===== config.mk =====
export PLATFORM = sky130hd
export DESIGN_NAME = lz4d_fifo
export DESIGN_NICKNAME = d
export VERILOG_FILES = /design/src/hw/rtl/assert_macros.svh /design/src/hw/rtl/lz4d_pkg.sv /design/src/hw/rtl/lz4d_fifo.sv
export SDC_FILE = /design/constraint.sdc
export NUM_CORES = 1
export LEC_CHECK = 0
export BUFFER_PORTS_ARGS = -buffer_cell sky130_fd_sc_hd__buf_2
export CORE_ASPECT_RATIO = 0.8
export CORE_MARGIN = 2
export CORE_UTILIZATION = 51
export DETAILED_ROUTE_END_ITERATION = 16
export GPL_TIMING_DRIVEN = 0
export PLACE_DENSITY_LB_ADDON = 0.1
export SETUP_SLACK_MARGIN = 0.05
export SKIP_LAST_GASP = 1
export SYNTH_ARGS = -nofsm -noshare
export SYNTH_HDL_FRONTEND = slang
export SYNTH_SLANG_ARGS = --single-unit

===== constraint.sdc =====
create_clock -name clk -period 2.1 [get_ports clk]
set_input_delay 0.42 -clock clk [delete_from_list [all_inputs] [get_ports clk]]
set_output_delay 0.42 -clock clk [all_outputs]
set_load 0.005 [all_outputs]

===== src/hw/rtl/assert_macros.svh =====
// Assertion helpers for the LZ4 block decompressor.
// Each macro expects signals named clk and rst_n in the scope where it is used.
`ifndef ASSERT_MACROS_SVH
`define ASSERT_MACROS_SVH

// Whenever the antecedent holds, the consequent must hold on the same edge.
`define LZ4D_ASSERT_IMP(lbl, ante, cons) \
  lbl: assert property (@(posedge clk) disable iff (!rst_n) (ante) |-> (cons)) \
    else $error("lz4d implication check failed");

// The condition must never hold on any edge.
`define LZ4D_ASSERT_NEVER(lbl, cond) \
  lbl: assert property (@(posedge clk) disable iff (!rst_n) !(cond)) \
    else $error("lz4d forbidden condition seen");

`endif


===== src/hw/rtl/lz4d_pkg.sv =====
// ----------------------------------------------------------------------------
// lz4d_pkg
// Shared types and constants of the LZ4 block decompressor.
// ----------------------------------------------------------------------------
`default_nettype none

package lz4d_pkg;

  localparam int HIST_AW    = 16;
  localparam int HIST_DEPTH = 1 << HIST_AW;
  localparam int LEN_W      = 24;
  localparam int CNT_W      = HIST_AW + 1;
  localparam int Q_DEPTH    = 4;
  localparam int Q_AW       = 2;

  localparam logic [1:0] OP_BYTE  = 2'd0;
  localparam logic [1:0] OP_DRAIN = 2'd1;
  localparam logic [1:0] OP_START = 2'd2;

  localparam logic [2:0] ST_OK      = 3'd0;
  localparam logic [2:0] ST_LENGTH  = 3'd1;
  localparam logic [2:0] ST_OFFSET  = 3'd2;
  localparam logic [2:0] ST_TRUNC   = 3'd3;
  localparam logic [2:0] ST_REFUSED = 3'd4;

  localparam logic [7:0] EXT_BYTE       = 8'hFF;
  localparam logic [2:0] MATCH_LEN_BASE = 3'd4;

  // What the back end has to do with a queued transaction.
  typedef enum logic [1:0] {
    KIND_NONE,
    KIND_LIT,
    KIND_COPY
  } kind_t;

  typedef struct packed {
    kind_t               kind;
    logic [7:0]          lit_byte;
    logic [HIST_AW-1:0]  rd_addr;
    logic [HIST_AW-1:0]  wr_addr;
    logic                match_pending;
    logic                block_done;
    logic [2:0]          status;
  } qent_t;

  typedef struct packed {
    logic full;
    logic empty;
  } qstat_t;

  // Result word as it leaves on out_tdata, lowest field last.
  typedef struct packed {
    logic [2:0] pad;
    logic [2:0] status;
    logic       block_done;
    logic       match_pending;
    logic [7:0] data_byte;
  } out_word_t;

endpackage

`default_nettype wire


===== src/hw/rtl/lz4d_fifo.sv =====
// ----------------------------------------------------------------------------
// lz4d_fifo
// Short job queue between the parser and the history back end.
// ----------------------------------------------------------------------------
`default_nettype none

module lz4d_fifo (
  input  wire logic             clk,
  input  wire logic             rst_n,
  input  wire logic             push,
  input  wire lz4d_pkg::qent_t  push_data,
  input  wire logic             pop,
  output lz4d_pkg::qent_t       pop_data,
  output lz4d_pkg::qstat_t      stat
);
  import lz4d_pkg::*;

  qent_t           q_mem_r [Q_DEPTH];
  logic [Q_AW-1:0] wr_ptr_r;
  logic [Q_AW-1:0] rd_ptr_r;
  logic [Q_AW:0]   cnt_r;

  assign pop_data   = q_mem_r[rd_ptr_r];
  assign stat.full  = (cnt_r == (Q_AW+1)'(Q_DEPTH));
  assign stat.empty = (cnt_r == '0);

  always_ff @(posedge clk) begin
    if (push) begin
      q_mem_r[wr_ptr_r] <= push_data;
    end
  end

  always_ff @(posedge clk) begin
    if (!rst_n) begin
      wr_ptr_r <= '0;
      rd_ptr_r <= '0;
      cnt_r    <= '0;
    end else begin
      if (push) begin
        wr_ptr_r <= wr_ptr_r + 1'b1;
      end
      if (pop) begin
        rd_ptr_r <= rd_ptr_r + 1'b1;
      end
      if (push && !pop) begin
        cnt_r <= cnt_r + 1'b1;
      end else if (pop && !push) begin
        cnt_r <= cnt_r - 1'b1;
      end
    end
  end

endmodule

`default_nettype wire


==> summary.txt <==
Synthesis
  – Syn Inst Count: 288
  – Synth top area share: 0.778
  – Cell type with the largest total area after synthesis: edfxtp_1
  – Post-Syn Nets: 345
  – Top cells by area, synth: edfxtp_1 (78%), mux4_2 (15%), dfxtp_1 (2.5%)
  – Netlist Area Pre-Place: 7250 um^2
  – Yosys warnings: 0
  – Seq/Total Area, Yosys: 0.803
  – Count of unique library cells instantiated by Yosys: 22
  – Synthesized flop and latch total: 197
  – Mean Syn Cell Area: 25.2 um^2

Global route
  – GRT Overall Usage: 0.170
  – Met1 usage: 0.224
  – Met3 Use GR: 0.0599
  – Initial antenna violation count: 1
  – Grt met2 use: 0.262
  – Congestion Overflow GR: 0
  – First-pass GRT wire length: 18600 um
  – Vias in the first global route: 3500
  – GRT Max-Usage Layer: met2
  – Largest net degree at the start of global routing: 48

Final layout
  – Final Non-Filler Cells: 609
  – Share of cells above drive strength 1: 0.463
  – Net count, final: 472
  – Filler Cell Count: 939
  – Commonest non-fill, non-tap cell in the layout: edfxtp_1
  – Commonest cells after routing, fill and taps aside: edfxtp_1 (188), buf_2 (93), mux4_2 (47)
  – Layout overhead on the synthesized area: 21.8%

Placement
  – Final GP Congestion: 0.692
  – DPL Wire Length: 6670 um
  – Pre-CTS setup slack: -0.0247 ns
  – Port Buffers: 99
  – Inst Count DP: 567

Outcome
  – Failing checks: setup timing
  – Status: finished, violations left

Clocking
  – Worst-path clk slew: 0.07 ns
  – Clock Path Buffers: 2
  – CTS buffer count: 17
  – # H-tree levels: 4
  – CTS sink cnt: 197
  – Skew-Pair Late Insertion Delay: 0.43 ns
  – CTS tree: done
  – CTS Root Buffer Type: clkbuf_16

Floorplan
  – Site Rows: 38
  – Core ar.: 13700 um^2
  – DIE WIDTH: 137 um
  – Chip Height: 111 um
  – Top Ports: 100
  – Die area: 15200 um^2
  – Initial core utilization: 0.528

Worst setup path
  – Worst endpoint required time: 1.68 ns
  – Critical Path Start Type: register
  – CP Capture Type: primary output
  – Worst-path maximum fanout: 8
  – Data arrival, critical path: 1.76 ns
  – Crit Path Category: reg2out

Timing
  – Final clock skew: 0.00738 ns
  – Final WS setup: -0.0792 ns
  – Period minus WS final: 2.18 ns
  – Max Slew Vio Count: 0
  – Worst slew pin tran: 0.763 ns
  – RSZ-0062 raised after global routing: true
  – Final setup vio count: 44
  – Fmax: 0.459 GHz
  – Rel. slew slack: 0.491
  – Period utilization: 1.04
  – Fin. Hold Viols: 0

Power
  – Int Power: 6990 uW
  – Psw: 1810 uW
  – Sequential share of power: 0.518
  – Lkg Pwr: 0.00304 uW
  – Share of total power in the clock network: 0.379
  – PwrDens: 996 nW/um^2
  – Peak supply drop: 0.569 mV
  – Switch share: 0.206
  – Tot Pwr: 8800 uW
  – Comb pwr share: 0.102

Routing
  – Drt first pass iters: 4
  – DR iter-0 viols: 186
  – Routed WL: 12200 um
  – Avg WL per Cell: 20.0 um
  – Vias/cell: 5.35
  – Antenna-violating nets left: 0
  – Via Count: 3258
  – DRC: 0

Worst hold path
  – Worst hold-check path type: in2reg

Flow run
  – Maximum Capacitance Violations: 0
-- worst max-delay path, cell delays in order, from the launching register on --
cell,delay (ns)
dfxtp_4,0.36
buf_12,0.16
clkbuf_16,0.16
mux4_2,0.50
buf_2,0.14
-- cell families after synthesis --
kind of cell / Yosys count / share of synthesized area
XOR/XNOR: 5 / 0.00604
adder cells (fa/ha/maj): 6 / 0.0114
buffers and inverters: 14 / 0.0162
flip-flops: 197 / 0.803
multiplexers: 49 / 0.149
AO/OA/AOI/OAI: 2 / 0.00173
AND/OR/NAND/NOR: 15 / 0.0126
-- sequential cells by signal, summed over array words and instances, names as in the netlist, named ones only --
register  flops
cnt_r         3
q_mem_r     188
rd_ptr_r      2
wr_ptr_r      2
-- stage by stage --
step / TNS, ns / util / hold slack, ns / instance area (um^2)
detailed placement: -2.15 / 0.581 / 0.530 / 7980
floorplan: 0 / - / 0.472 / 7260
global placement: -1.14 / 0.581 / 0.485 / 7980
global route: -4.49 / 0.643 / 0.188 / 8830
CTS: -2.47 / 0.638 / 0.186 / 8760
finish: -1.60 / 0.643 / 0.206 / 8830
-- synth_stat cells --
cell and count:
edfxtp_1 188, mux4_2 47, and2_1 9, dfxtp_1 9
ha_1 5, buf_2 4, inv_1 4, buf_12 3
xor2_1 3, mux2i_1 2, nor2b_1 2, xnor2_1 2
a21boi_0 1, buf_4 1, buf_6 1, clkbuf_1 1
fa_1 1, nand2_1 1, nor3_1 1, nor3b_1 1
o21ai_0 1, or3_1 1
-- power groups by stage --
stage / clock network (uW) / logic (uW) / registers [uW]
2_1_floorplan: 0 / 474 / 4630
3_3_place_gp: 0 / 793 / 4640
3_5_place_dp: 0 / 809 / 4650
4_1_cts: 3380 / 894 / 4560
5_1_grt: 3550 / 989 / 4580
6_report: 3340 / 902 / 4560
-- final timing paths --
path              slack [ns]              to          start  cells after the start
hold reg to reg         0.53        cnt_r[2]       cnt_r[2]                      2
setup / recovery       -0.08     pop_data[8]       register                      4
hold / removal          0.21  q_mem_r[2][20]  push_data[20]                      1
setup reg to reg        0.45  q_mem_r[0][27]    wr_ptr_r[0]                      3
-- cell type report --
type / count / area, um^2 / share of cell area
multi-input combinational: 77 / 1320 / 0.149
antenna: 1 / 2.50 / 0.000283
sequential: 197 / 5830 / 0.660
timing repair buffer: 108 / 696 / 0.0788
clock inverter: 14 / 183 / 0.0207
tap: 180 / 225 / 0.0255
buffer: 10 / 135 / 0.0153
inverter: 4 / 15.0 / 0.00170
clock buffer: 18 / 429 / 0.0486
-- routing by layer --
layer / up-vias / share of wire
met2: 76 / 0.48
met1: 1695 / 0.45
met4: 0 / 0.011
li1: 1475 / -
met3: 12 / 0.059
met5: - / 0
-- timing repair --
| item | CTS | global route |
|---|---|---|
| endpoints found under the hold margin | 0 | 0 |
| hold buffers | 0 | 0 |
| gates resized for setup | 21 | 4 |
| endpoints found under the setup margin | 188 | 94 |
| buffers inserted | 4 | 0 |
| gates cloned | 3 | 2 |
(Power assumes the default switching activity.)
