`src/hw/rtl/assert_macros.svh`:
```
// Assertion helpers for the LZ4 block decompressor.
// Each macro expects signals named clk and rst_n in the scope where it is used.
`ifndef ASSERT_MACROS_SVH
`define ASSERT_MACROS_SVH

// Whenever the antecedent holds, the consequent must hold on the same edge.
`define LZ4D_ASSERT_IMP(lbl, ante, cons) \
  lbl: assert property (@(posedge clk) disable iff (!rst_n) (ante) |-> (cons)) \
    else $error("lz4d implication check failed");

// The condition must never hold on any edge.
`define LZ4D_ASSERT_NEVER(lbl, cond) \
  lbl: assert property (@(posedge clk) disable iff (!rst_n) !(cond)) \
    else $error("lz4d forbidden condition seen");

`endif

```
`src/hw/rtl/lz4d_pkg.sv`:
```
// ----------------------------------------------------------------------------
// lz4d_pkg
// Shared types and constants of the LZ4 block decompressor.
// ----------------------------------------------------------------------------
`default_nettype none

package lz4d_pkg;

  localparam int HIST_AW    = 16;
  localparam int HIST_DEPTH = 1 << HIST_AW;
  localparam int LEN_W      = 24;
  localparam int CNT_W      = HIST_AW + 1;
  localparam int Q_DEPTH    = 4;
  localparam int Q_AW       = 2;

  localparam logic [1:0] OP_BYTE  = 2'd0;
  localparam logic [1:0] OP_DRAIN = 2'd1;
  localparam logic [1:0] OP_START = 2'd2;

  localparam logic [2:0] ST_OK      = 3'd0;
  localparam logic [2:0] ST_LENGTH  = 3'd1;
  localparam logic [2:0] ST_OFFSET  = 3'd2;
  localparam logic [2:0] ST_TRUNC   = 3'd3;
  localparam logic [2:0] ST_REFUSED = 3'd4;

  localparam logic [7:0] EXT_BYTE       = 8'hFF;
  localparam logic [2:0] MATCH_LEN_BASE = 3'd4;

  // What the back end has to do with a queued transaction.
  typedef enum logic [1:0] {
    KIND_NONE,
    KIND_LIT,
    KIND_COPY
  } kind_t;

  typedef struct packed {
    kind_t               kind;
    logic [7:0]          lit_byte;
    logic [HIST_AW-1:0]  rd_addr;
    logic [HIST_AW-1:0]  wr_addr;
    logic                match_pending;
    logic                block_done;
    logic [2:0]          status;
  } qent_t;

  typedef struct packed {
    logic full;
    logic empty;
  } qstat_t;

  // Result word as it leaves on out_tdata, lowest field last.
  typedef struct packed {
    logic [2:0] pad;
    logic [2:0] status;
    logic       block_done;
    logic       match_pending;
    logic [7:0] data_byte;
  } out_word_t;

endpackage

`default_nettype wire

```
`src/hw/rtl/lz4d_front.sv`:
```
// ----------------------------------------------------------------------------
// lz4d_front
// Parses the compressed stream and keeps the sequence state, one transaction
// per cycle while the queue has room, and queues a back-end job for each.
// ----------------------------------------------------------------------------
`default_nettype none

module lz4d_front (
  input  wire logic                        clk,
  input  wire logic                        rst_n,
  input  wire logic                        cfg_wr_en,
  input  wire logic [lz4d_pkg::LEN_W-1:0]  cfg_wr_data,
  input  wire logic                        in_valid,
  output logic                             in_ready,
  input  wire logic [1:0]                  in_op,
  input  wire logic [7:0]                  in_byte,
  input  wire logic                        in_last,
  input  wire lz4d_pkg::qstat_t            q_stat,
  output logic                             push,
  output lz4d_pkg::qent_t                  push_data
);
  import lz4d_pkg::*;

  typedef enum logic [2:0] {
    PH_TOKEN,
    PH_LIT_EXT,
    PH_LITERALS,
    PH_OFF_LO,
    PH_OFF_HI,
    PH_MATCH_EXT,
    PH_DRAIN,
    PH_HALT
  } phase_t;

  phase_t             phase_r, phase_nxt;
  logic [3:0]         nib_r, nib_nxt;
  logic [LEN_W-1:0]   lit_rem_r, lit_rem_nxt;
  logic [15:0]        off_r, off_nxt;
  logic [LEN_W-1:0]   mrem_r, mrem_nxt;
  logic [HIST_AW-1:0] wp_r, wp_nxt;
  logic [CNT_W-1:0]   prod_r, prod_nxt;
  logic [2:0]         err_r, err_nxt;
  logic [LEN_W-1:0]   lim_r;

  logic               accept;
  logic               emit;
  logic               refused;
  kind_t              kind;
  logic [LEN_W:0]     lit_sum;
  logic [LEN_W+1:0]   m_sum;
  logic [LEN_W+1:0]   m_sum4;
  logic [15:0]        off_full;
  logic [LEN_W-1:0]   short_len;

  assign in_ready = !q_stat.full;
  assign accept   = in_valid && in_ready;

  assign lit_sum   = (LEN_W+1)'(lit_rem_r) + (LEN_W+1)'(in_byte);
  assign m_sum     = (LEN_W+2)'(mrem_r) + (LEN_W+2)'(in_byte);
  assign m_sum4    = m_sum + (LEN_W+2)'(MATCH_LEN_BASE);
  assign off_full  = {in_byte, off_r[7:0]};
  assign short_len = LEN_W'(nib_r) + LEN_W'(MATCH_LEN_BASE);

  always_comb begin
    phase_nxt   = phase_r;
    nib_nxt     = nib_r;
    lit_rem_nxt = lit_rem_r;
    off_nxt     = off_r;
    mrem_nxt    = mrem_r;
    err_nxt     = err_r;
    kind        = KIND_NONE;
    emit        = 1'b0;
    refused     = 1'b0;

    unique case (in_op)
      OP_START: begin
        phase_nxt   = PH_TOKEN;
        nib_nxt     = '0;
        lit_rem_nxt = '0;
        off_nxt     = '0;
        mrem_nxt    = '0;
        err_nxt     = ST_OK;
      end
      OP_DRAIN: begin
        if (phase_r == PH_DRAIN) begin
          kind = KIND_COPY;
          emit = 1'b1;
          if (mrem_r != '0) begin
            mrem_nxt = mrem_r - 1'b1;
          end
          if (mrem_r <= LEN_W'(1)) begin
            phase_nxt = PH_TOKEN;
          end
        end
      end
      OP_BYTE: begin
        if (phase_r == PH_HALT || phase_r == PH_DRAIN) begin
          refused = 1'b1;
        end else begin
          unique case (phase_r)
            PH_TOKEN: begin
              nib_nxt     = in_byte[3:0];
              lit_rem_nxt = LEN_W'(in_byte[7:4]);
              if (in_byte[7:4] == 4'hF) begin
                phase_nxt = PH_LIT_EXT;
              end else if (LEN_W'(in_byte[7:4]) > lim_r) begin
                phase_nxt = PH_HALT;
                err_nxt   = ST_LENGTH;
              end else if (in_byte[7:4] == 4'h0) begin
                phase_nxt = PH_OFF_LO;
              end else begin
                phase_nxt = PH_LITERALS;
              end
              // A token with no literals may legally close the block.
              if (phase_nxt != PH_HALT && in_last) begin
                phase_nxt = PH_HALT;
                if (in_byte[7:4] != 4'h0) begin
                  err_nxt = ST_TRUNC;
                end
              end
            end
            PH_LIT_EXT: begin
              if (lit_sum > (LEN_W+1)'(lim_r)) begin
                phase_nxt = PH_HALT;
                err_nxt   = ST_LENGTH;
              end else begin
                lit_rem_nxt = lit_sum[LEN_W-1:0];
                if (in_byte != EXT_BYTE) begin
                  phase_nxt = PH_LITERALS;
                end
                if (in_last) begin
                  phase_nxt = PH_HALT;
                  err_nxt   = ST_TRUNC;
                end
              end
            end
            PH_LITERALS: begin
              kind = KIND_LIT;
              emit = 1'b1;
              if (lit_rem_r != '0) begin
                lit_rem_nxt = lit_rem_r - 1'b1;
              end
              if (lit_rem_r <= LEN_W'(1)) begin
                phase_nxt = in_last ? PH_HALT : PH_OFF_LO;
              end else if (in_last) begin
                phase_nxt = PH_HALT;
                err_nxt   = ST_TRUNC;
              end
            end
            PH_OFF_LO: begin
              off_nxt   = {8'h00, in_byte};
              phase_nxt = PH_OFF_HI;
              if (in_last) begin
                phase_nxt = PH_HALT;
                err_nxt   = ST_TRUNC;
              end
            end
            PH_OFF_HI: begin
              off_nxt = off_full;
              if (off_full == '0 || CNT_W'(off_full) > prod_r) begin
                phase_nxt = PH_HALT;
                err_nxt   = ST_OFFSET;
              end else if (nib_r == 4'hF) begin
                mrem_nxt  = LEN_W'(15);
                phase_nxt = PH_MATCH_EXT;
                if (LEN_W'(19) > lim_r) begin
                  phase_nxt = PH_HALT;
                  err_nxt   = ST_LENGTH;
                end else if (in_last) begin
                  phase_nxt = PH_HALT;
                  err_nxt   = ST_TRUNC;
                end
              end else begin
                mrem_nxt = short_len;
                if (short_len > lim_r) begin
                  phase_nxt = PH_HALT;
                  err_nxt   = ST_LENGTH;
                end else if (in_last) begin
                  phase_nxt = PH_HALT;
                  err_nxt   = ST_TRUNC;
                end else begin
                  phase_nxt = PH_DRAIN;
                end
              end
            end
            PH_MATCH_EXT: begin
              if (m_sum4 > (LEN_W+2)'(lim_r)) begin
                phase_nxt = PH_HALT;
                err_nxt   = ST_LENGTH;
              end else if (in_last) begin
                mrem_nxt  = m_sum[LEN_W-1:0];
                phase_nxt = PH_HALT;
                err_nxt   = ST_TRUNC;
              end else if (in_byte != EXT_BYTE) begin
                mrem_nxt  = m_sum4[LEN_W-1:0];
                phase_nxt = PH_DRAIN;
              end else begin
                mrem_nxt = m_sum[LEN_W-1:0];
              end
            end
            default: begin
            end
          endcase
        end
      end
      default: begin
      end
    endcase

    wp_nxt   = wp_r;
    prod_nxt = (in_op == OP_START) ? '0 : prod_r;
    if (emit) begin
      wp_nxt = wp_r + 1'b1;
      if (prod_r != CNT_W'(HIST_DEPTH)) begin
        prod_nxt = prod_r + 1'b1;
      end
    end
  end

  always_comb begin
    push_data.kind          = kind;
    push_data.lit_byte      = in_byte;
    push_data.rd_addr       = wp_r - HIST_AW'(off_r);
    push_data.wr_addr       = wp_r;
    push_data.match_pending = (phase_nxt == PH_DRAIN);
    push_data.block_done    = (phase_nxt == PH_HALT) && (err_nxt == ST_OK);
    push_data.status        = refused ? ST_REFUSED : err_nxt;
  end

  assign push = accept;

  always_ff @(posedge clk) begin
    if (!rst_n) begin
      phase_r   <= PH_TOKEN;
      nib_r     <= '0;
      lit_rem_r <= '0;
      off_r     <= '0;
      mrem_r    <= '0;
      wp_r      <= '0;
      prod_r    <= '0;
      err_r     <= ST_OK;
      lim_r     <= '1;
    end else begin
      if (cfg_wr_en) begin
        lim_r <= cfg_wr_data;
      end
      if (accept) begin
        phase_r   <= phase_nxt;
        nib_r     <= nib_nxt;
        lit_rem_r <= lit_rem_nxt;
        off_r     <= off_nxt;
        mrem_r    <= mrem_nxt;
        wp_r      <= wp_nxt;
        prod_r    <= prod_nxt;
        err_r     <= err_nxt;
      end
    end
  end

endmodule

`default_nettype wire

```
`config.mk`:
```
export PLATFORM = sky130hd
export DESIGN_NAME = lz4d_front
export DESIGN_NICKNAME = d
export VERILOG_FILES = /design/src/hw/rtl/assert_macros.svh /design/src/hw/rtl/lz4d_pkg.sv /design/src/hw/rtl/lz4d_front.sv
export SDC_FILE = /design/constraint.sdc
export NUM_CORES = 1
export LEC_CHECK = 0
export BUFFER_PORTS_ARGS = -buffer_cell sky130_fd_sc_hd__buf_4
export CAP_MARGIN = 20
export CELL_PAD_IN_SITES_DETAIL_PLACEMENT = 0
export CELL_PAD_IN_SITES_GLOBAL_PLACEMENT = 1
export CORE_ASPECT_RATIO = 0.8
export CORE_UTILIZATION = 42
export DETAILED_ROUTE_END_ITERATION = 16
export GPL_TIMING_DRIVEN = 0
export PLACE_DENSITY = 0.83
export SYNTH_ARGS = -nofsm -noshare
export SYNTH_HDL_FRONTEND = slang
export SYNTH_SLANG_ARGS = --single-unit
```
`constraint.sdc`:
```
create_clock -name clk -period 10.7 [get_ports clk]
set_input_delay 0.535 -clock clk [delete_from_list [all_inputs] [get_ports clk]]
set_output_delay 0.535 -clock clk [all_outputs]
set_load 0.1 [all_outputs]
```
==> impl_metrics.csv, run 1 <==
group,metric,value,unit
run_status,status,"finished clean",
cts,cts_resized,0,
routing,viasPerCell,6.074,
floorplanning,core,28350,um2
synthesis,synth_edf_count,0,
critical_path,crit_end,"push_data[3]",
placement,numPortBuffers,85,
final_layout,stdcell_count,2169,
cts,post_cts_buffers,0,
final_layout,fin_area,13930,um2
synthesis,synth-adder-area-share,12.20,%
critical_path,cp_num_buf_inv,1,
routing,routedWlPerCell,20.31,um
floorplanning,die_w,192.3,um
grt,grt_util_all_layers,29.87,%
synthesis,yosys.area_share.simple,26.43,%
critical_path,rrSetupSlack,4.40,ns
grt,grt_pass1_vias,11919,
floorplanning,placement_rows,55,
synthesis,yosys_warnings,0,
synthesis,synth-xor-area-share,7.846,%
routing,drtIter0Drc,1419,
cts,root_buffer,"clkbuf_16",
critical_path,path_max_fanout,10,
sta,fin_ws,3.278,ns
cts,ctsLongestPathBuffers,2,
cts,clkSinkCount,131,
placement,pre_cts_ws,3.445,ns
synthesis,synth_compound_area_share,25.39,%
critical_path,path_delay_family,"simple AND/OR/NAND/NOR gates",
grt,grt_pass1_wl,68880,um
synthesis,ys_ff_latch,131,
critical_path,r2r_start,"mrem_r[0]$_SDFFE_PN0P_",
placement,hpwl,33930,um
critical_path,critPathKind,"register to output pin",
critical_path,cp_cell_sequence,"ha_1 > fa_1 > a21o_1 > a221oi_4 > xnor2_1 > and3_1 > and4bb_2 > nand4_1 > nor3_1 > xnor2_1 > ha_1 > nand4_1 > nor4_1 > o221ai_1 > a21oi_1 > o31ai_1 > and2_0 > o31a_1 > a211oi_1 > o21ai_1 > nor4b_1 > buf_4",
final_layout,areaGrowthSynthToFinish,14.51,%
synthesis,seq_area_frac_synth,21.55,%
floorplanning,fp.dieH,154.2,um
sta,hold_ws,0.3095,ns
routing,routed_wirelength,44060,um
pwr,leakage,5.533,nW
final_layout,antenna_cells,0,
flow_run,cap_violations,0,
sta,slew-limit-headroom,33.41,%
synthesis,syn-mean-instance-area,7.239,um2
sta,grt_setup_unrepaired,"false",
sta,skew,0.01478,ns
placement,place_area,13270,um2
critical_path,rr_endpoint,"mrem_r[14]$_SDFFE_PN0P_",
critical_path,cp_num_cells,22,
pwr,ir_drop,87.74,uV
synthesis,syn-cell-area,12170,um2
floorplanning,pin_count,90,
grt,antenna_found_initial,0,
critical_path,cp-start-kind,"register",
synthesis,ys_async_sr_fraction,0,%
placement,dp_cells,2137,
cts,insertion_delay,0.44,ns
floorplanning,start_util,42.92,%
synthesis,netlist_instances,1681,
final_layout,final_layout_size_suffix_gt1_share,9.172,%
placement,place_congestion,0.9580,
synthesis,yosysUniqueCellTypes,90,
sta,max_freq,134.7,MHz
pwr,powerDensity,106.8,nW/um2
synthesis,synth_top_family_by_area,"simple AND/OR/NAND/NOR gates",
sta,setup_violations,0,
cts,clk_pin_slew,0.06,ns
critical_path,slowest_stage,"a221oi_4",
synthesis,synth_nets,1838,
floorplanning,die_area,29660,um2
cts,numCtsBuffers,17,
critical_path,endpoint_kind,"output pin",
sta,period_minus_slack,7.422,ns
cts,htreeDepth,4,
routing,antenna_left,0,
critical_path,cp.required,10.17,ns
sta,drv_slew,0,
synthesis,ys.flop_type,"dfxtp_1",
critical_path,slowest_delay,0.48,ns
critical_path,arrival,6.89,ns
final_layout,utilization,49.14,%
sta,worst_slew_pin_slew,0.9989,ns
min_path,hp-start,"cfg_wr_data[19]",
pwr,power,1.488,mW
grt,gr-total-overflow,0,
routing,dr.pass1.iters,7,
synthesis,synthMuxAreaShare,0.2468,%
sta,hold_viol,0,
cts,cts_tree,"done",
cts,postCtsHoldBufs,0,
critical_path,reg2regPathDepth,22,
routing,vias,13175,
grt,grt_max_degree,17,
sta,final.period_utilization,69.37,%
critical_path,startpoint,"mrem_r[0]$_SDFFE_PN0P_",
routing,drc_errors,0,
sta,setup_tns,0,ns
final_layout,layout.nets,1943,
min_path,min_path_type,"input port to register",
-- cells in the mapped netlist, types with 21 or more instances --
master / number / area, um2
nor4_1: 32 / 200.2
a211oi_1: 23 / 172.7
or3_1: 21 / 131.4
nand2_1: 191 / 716.9
nand4_1: 37 / 231.5
o211ai_1: 40 / 300.3
xor2_1: 42 / 367.9
nand3_1: 81 / 405.4
dfxtp_1: 131 / 2623
ha_1: 113 / 1414
clkbuf_1: 69 / 259.0
nor2_1: 161 / 604.3
xnor2_1: 67 / 586.8
o21ai_0: 62 / 310.3
inv_1: 91 / 341.6
nor3_1: 56 / 280.3
a21oi_1: 157 / 785.8
-- cells in the final DEF (no fill, tap or decap), types with 7 or more instances in the layout --
cell type and n:
nand2_1 191, nor2_1 161, a21oi_1 157, dfxtp_1 131
ha_1 113, buf_4 94, inv_1 91, nand3_1 81
clkbuf_1 71, xnor2_1 67, o21ai_0 62, nor3_1 56
xor2_1 42, o211ai_1 40, nand4_1 37, nor4_1 32
a211oi_1 23, or3_1 21, and3_1 18, clkbuf_16 17
a21o_1 14, and2_1 12, buf_2 12, o21ai_1 12
o21a_1 11, a22oi_1 11, a211o_1 10, o31ai_1 10
o32ai_1 10, nand2b_1 9, or2_2 9, nor2b_1 9
o22ai_1 8, or4_1 7, a31oi_1 7
-- per-layer routing --
metal,vias up,track usage (%),routed length [um]
met5,-,0,0
met4,0,7.649,820
met3,58,4.584,3889
met2,569,42.57,17990
met1,6199,45.83,21360
li1,6349,-,-
-- layout make-up --
cell class              count  area [um2]
fillers                  2847       14420
repair buffers             86       643.1
clock buffers              21       460.4
well taps                 370       462.9
multi-input cells        1359        8773
inverters                  95       356.6
flip-flops and latches    131        2623
plain buffers              96       415.4
clock inverters            11       198.9
-- how the worst min path moves through the flow --
stage / endpoint / slack, ns / cells after the start
global placement: off_r[12]$_SDFFE_PN0P_ / 0.46 / 2
floorplan: err_r[2]$_SDFFE_PN0P_ / 0.44 / 2
global route: lim_r[18]$_SDFFE_PN1P_ / 0.31 / 3
detailed placement: off_r[11]$_SDFFE_PN0P_ / 0.46 / 2
finish: lim_r[19]$_SDFFE_PN1P_ / 0.31 / 3
CTS: lim_r[19]$_SDFFE_PN1P_ / 0.30 / 3
-- where the power goes --
group	internal [mW]	leakage (nW)	total [mW]	switching (mW)
clock	0.428	0.322	0.675	0.247
sequential	0.497	1.06	0.506	0.00828
combinational	0.0939	4.15	0.308	0.214
-- tightest hold or removal path, delay by kind of cell --
kind                   cells  cell delay (ns)
AO/OA/AOI/OAI              1             0.06
AND/OR/NAND/NOR            1             0.04
buffers and inverters      1             0.08
-- sequential cells by signal, indices dropped and copies added (netlist names) --
signal,flops
err_r,3
wp_r,16
lit_rem_r,24
off_r,16
mrem_r,24
lim_r,24
nib_r,4
phase_r,3
prod_r,17
-- cells by family after synthesis --
group	Yosys count
xor+xnor	109
fa+ha+maj	117
flops	131
compound gates	460
buf+inv	191
mux	3
simple gates	670
(Power assumes the default switching activity.)
==> run 2, diff against run 1 <==
--- a/config.mk
+++ b/config.mk
@@ -10,10 +10,10 @@
 export CELL_PAD_IN_SITES_DETAIL_PLACEMENT = 0
 export CELL_PAD_IN_SITES_GLOBAL_PLACEMENT = 1
 export CORE_ASPECT_RATIO = 0.8
-export CORE_UTILIZATION = 42
+export CORE_UTILIZATION = 41
 export DETAILED_ROUTE_END_ITERATION = 16
 export GPL_TIMING_DRIVEN = 0
-export PLACE_DENSITY = 0.83
+export PLACE_DENSITY = 0.85
 export SYNTH_ARGS = -nofsm -noshare
 export SYNTH_HDL_FRONTEND = slang
 export SYNTH_SLANG_ARGS = --single-unit
==> constraint.sdc (replaced) <==
create_clock -name clk -period 6.45 [get_ports clk]
set_input_delay 0.3225 -clock clk [delete_from_list [all_inputs] [get_ports clk]]
set_output_delay 0.3225 -clock clk [all_outputs]
set_load 0.1 [all_outputs]
==> impl_metrics.csv, run 2 (synthesis results as in run 1) <==
group,metric,value,unit
routing,routedWlPerCell,20.03,um
cts,ctsLongestPathBuffers,2,
min_path,min_path_type,"input port to register",
cts,cts_tree,"done",
floorplanning,die_w,194.6,um
final_layout,reg_top3,"lim_r (24), lit_rem_r (24), mrem_r (24)",
final_layout,final_common_cell,"nand2_1",
routing,antenna_left,0,
critical_path,rrSetupSlack,0.72,ns
sta,max_freq,159.6,MHz
cts,htreeDepth,4,
floorplanning,fp.dieH,156.1,um
critical_path,cp.required,6.13,ns
final_layout,antenna_cells,0,
cts,clk_pin_slew,0.06,ns
routing,routed_wirelength,44040,um
sta,drv_slew,0,
final_layout,regArea,2626,um2
pwr,ir_drop,172.0,uV
final_layout,multiInputGateArea,8966,um2
critical_path,critPathKind,"register to output pin",
placement,numPortBuffers,85,
run_status,failed_checks,"DRC",
critical_path,cp-start-kind,"register",
grt,grt_util_all_layers,28.46,%
floorplanning,pin_count,90,
final_layout,layout_common_cells,"nand2_1 (191), nor2_1 (160), a21oi_1 (154)",
placement,place_congestion,1.021,
min_path,whs_endpoint,"lim_r[12]$_SDFFE_PN1P_",
final_layout,areaGrowthSynthToFinish,17.67,%
final_layout,layout.nets,1965,
routing,drc_errors,1,
critical_path,path_max_fanout,6,
critical_path,reg2regPathDepth,22,
cts,numCtsBuffers,17,
floorplanning,die_area,30370,um2
min_path,hp-start,"cfg_wr_data[12]",
sta,hold_viol,0,
sta,worst_slew_pin_slew,0.9198,ns
critical_path,rr_endpoint,"lit_rem_r[21]$_SDFFE_PN0P_",
cts,insertion_delay,0.45,ns
flow_run,cap_violations,0,
grt,grt_max_degree,17,
routing,vias,13491,
floorplanning,start_util,41.65,%
final_layout,final_layout_size_suffix_gt1_share,12.03,%
floorplanning,placement_rows,56,
pwr,power,2.461,mW
sta,setup_violations,0,
min_path,whs_path_depth,3,
final_layout,fillCellCount,2914,
floorplanning,core,29220,um2
pwr,powerDensity,171.9,nW/um2
sta,final.period_utilization,97.12,%
sta,skew,0.01307,ns
sta,hold_ws,0.09548,ns
sta,slew-limit-headroom,37.82,%
grt,grt_pass1_wl,67880,um
sta,period_minus_slack,6.264,ns
cts,postCtsHoldBufs,0,
pwr,leakage,5.705,nW
grt,antenna_found_initial,0,
routing,dr.pass1.iters,11,
placement,hpwl,33400,um
critical_path,endpoint_kind,"output pin",
sta,grt_setup_unrepaired,"true",
routing,viasPerCell,6.138,
routing,drtIter0Drc,1499,
critical_path,r2r_start,"lit_rem_r[0]$_SDFFE_PN0P_",
grt,grt_pass1_vias,12169,
cts,clkSinkCount,131,
grt,gr-total-overflow,0,
cts,root_buffer,"clkbuf_16",
run_status,status,"finished with violations",
critical_path,arrival,5.94,ns
[run 2: layout make-up]
| type | count | share of cell area, % |
|---|---|---|
| multi-input combinational | 1359 | 62.62 |
| buffer | 96 | 2.919 |
| sequential | 131 | 18.34 |
| tap | 377 | 3.295 |
| timing repair buffer | 108 | 5.776 |
| clock buffer | 22 | 3.382 |
| inverter | 95 | 2.491 |
| clock inverter | 10 | 1.171 |
[run 2: how the worst max path moves through the flow]
stage	startpoint	slack (ns)	cells past startpoint	to
after floorplan	in_byte[0]	-0.39	21	push_data[3]
after global placement	in_byte[0]	-0.40	23	push_data[3]
after detailed placement	in_byte[0]	-0.36	23	push_data[3]
after CTS	mrem_r[0]$_SDFFE_PN0P_	0.009	22	push_data[3]
after global routing	mrem_r[4]$_SDFFE_PN0P_	-0.05	22	push_data[3]
final	lit_rem_r[0]$_SDFFE_PN0P_	0.19	22	push_data[3]
[run 2: metal layers]
metal / vias up / GRT usage [%] / wire, um
met5: - / 0 / 0
met4: 0 / 7.521 / 985
met3: 73 / 5.275 / 3843
met2: 636 / 42.43 / 18250
met1: 6378 / 41.48 / 20950
li1: 6404 / - / -
[run 2: repair_timing]
action,CTS,global route
pin swaps,4,17
buffers inserted,6,16
gates resized for setup,17,27
endpoints found under the setup margin,5,5
[run 2: report_power, final]
group	internal, mW	total, mW	switching [mW]
Combinational	0.161	0.519	0.357
Sequential	0.825	0.839	0.0135
Clock	0.692	1.10	0.412
[run 2: critical path: stages (launching register included)]
cell	delay [ns]
dfxtp_1	0.37
ha_1	0.24
fa_1	0.44
a211oi_1	0.27
nor2_1	0.15
or3_1	0.38
nand2_1	0.18
nor2_2	0.12
and4_1	0.22
xor2_1	0.28
ha_1	0.33
a211oi_1	0.21
o21a_1	0.20
o211ai_1	0.12
o211ai_1	0.22
buf_4	0.18
a21oi_1	0.09
a2111oi_1	0.41
nand3_1	0.15
o21a_1	0.29
a21oi_1	0.16
nor4b_4	0.23
buf_6	0.26
[run 2: metrics by stage]
| step | setup TNS [ns] | utilization, % | cell area [um2] | setup slack, ns | cells |
|---|---|---|---|---|---|
| after floorplan | -0.3880 | - | 12180 | -0.3880 | 1681 |
| after global placement | -0.7370 | 45.48 | 13290 | -0.3956 | 2143 |
| after detailed placement | -0.7125 | 45.50 | 13290 | -0.3645 | 2144 |
| after CTS | 0 | 48.19 | 14080 | 0.008581 | 2182 |
| after global routing | -0.04794 | 49.00 | 14320 | -0.04794 | 2198 |
| final | 0 | 49.00 | 14320 | 0.1859 | 2198 |
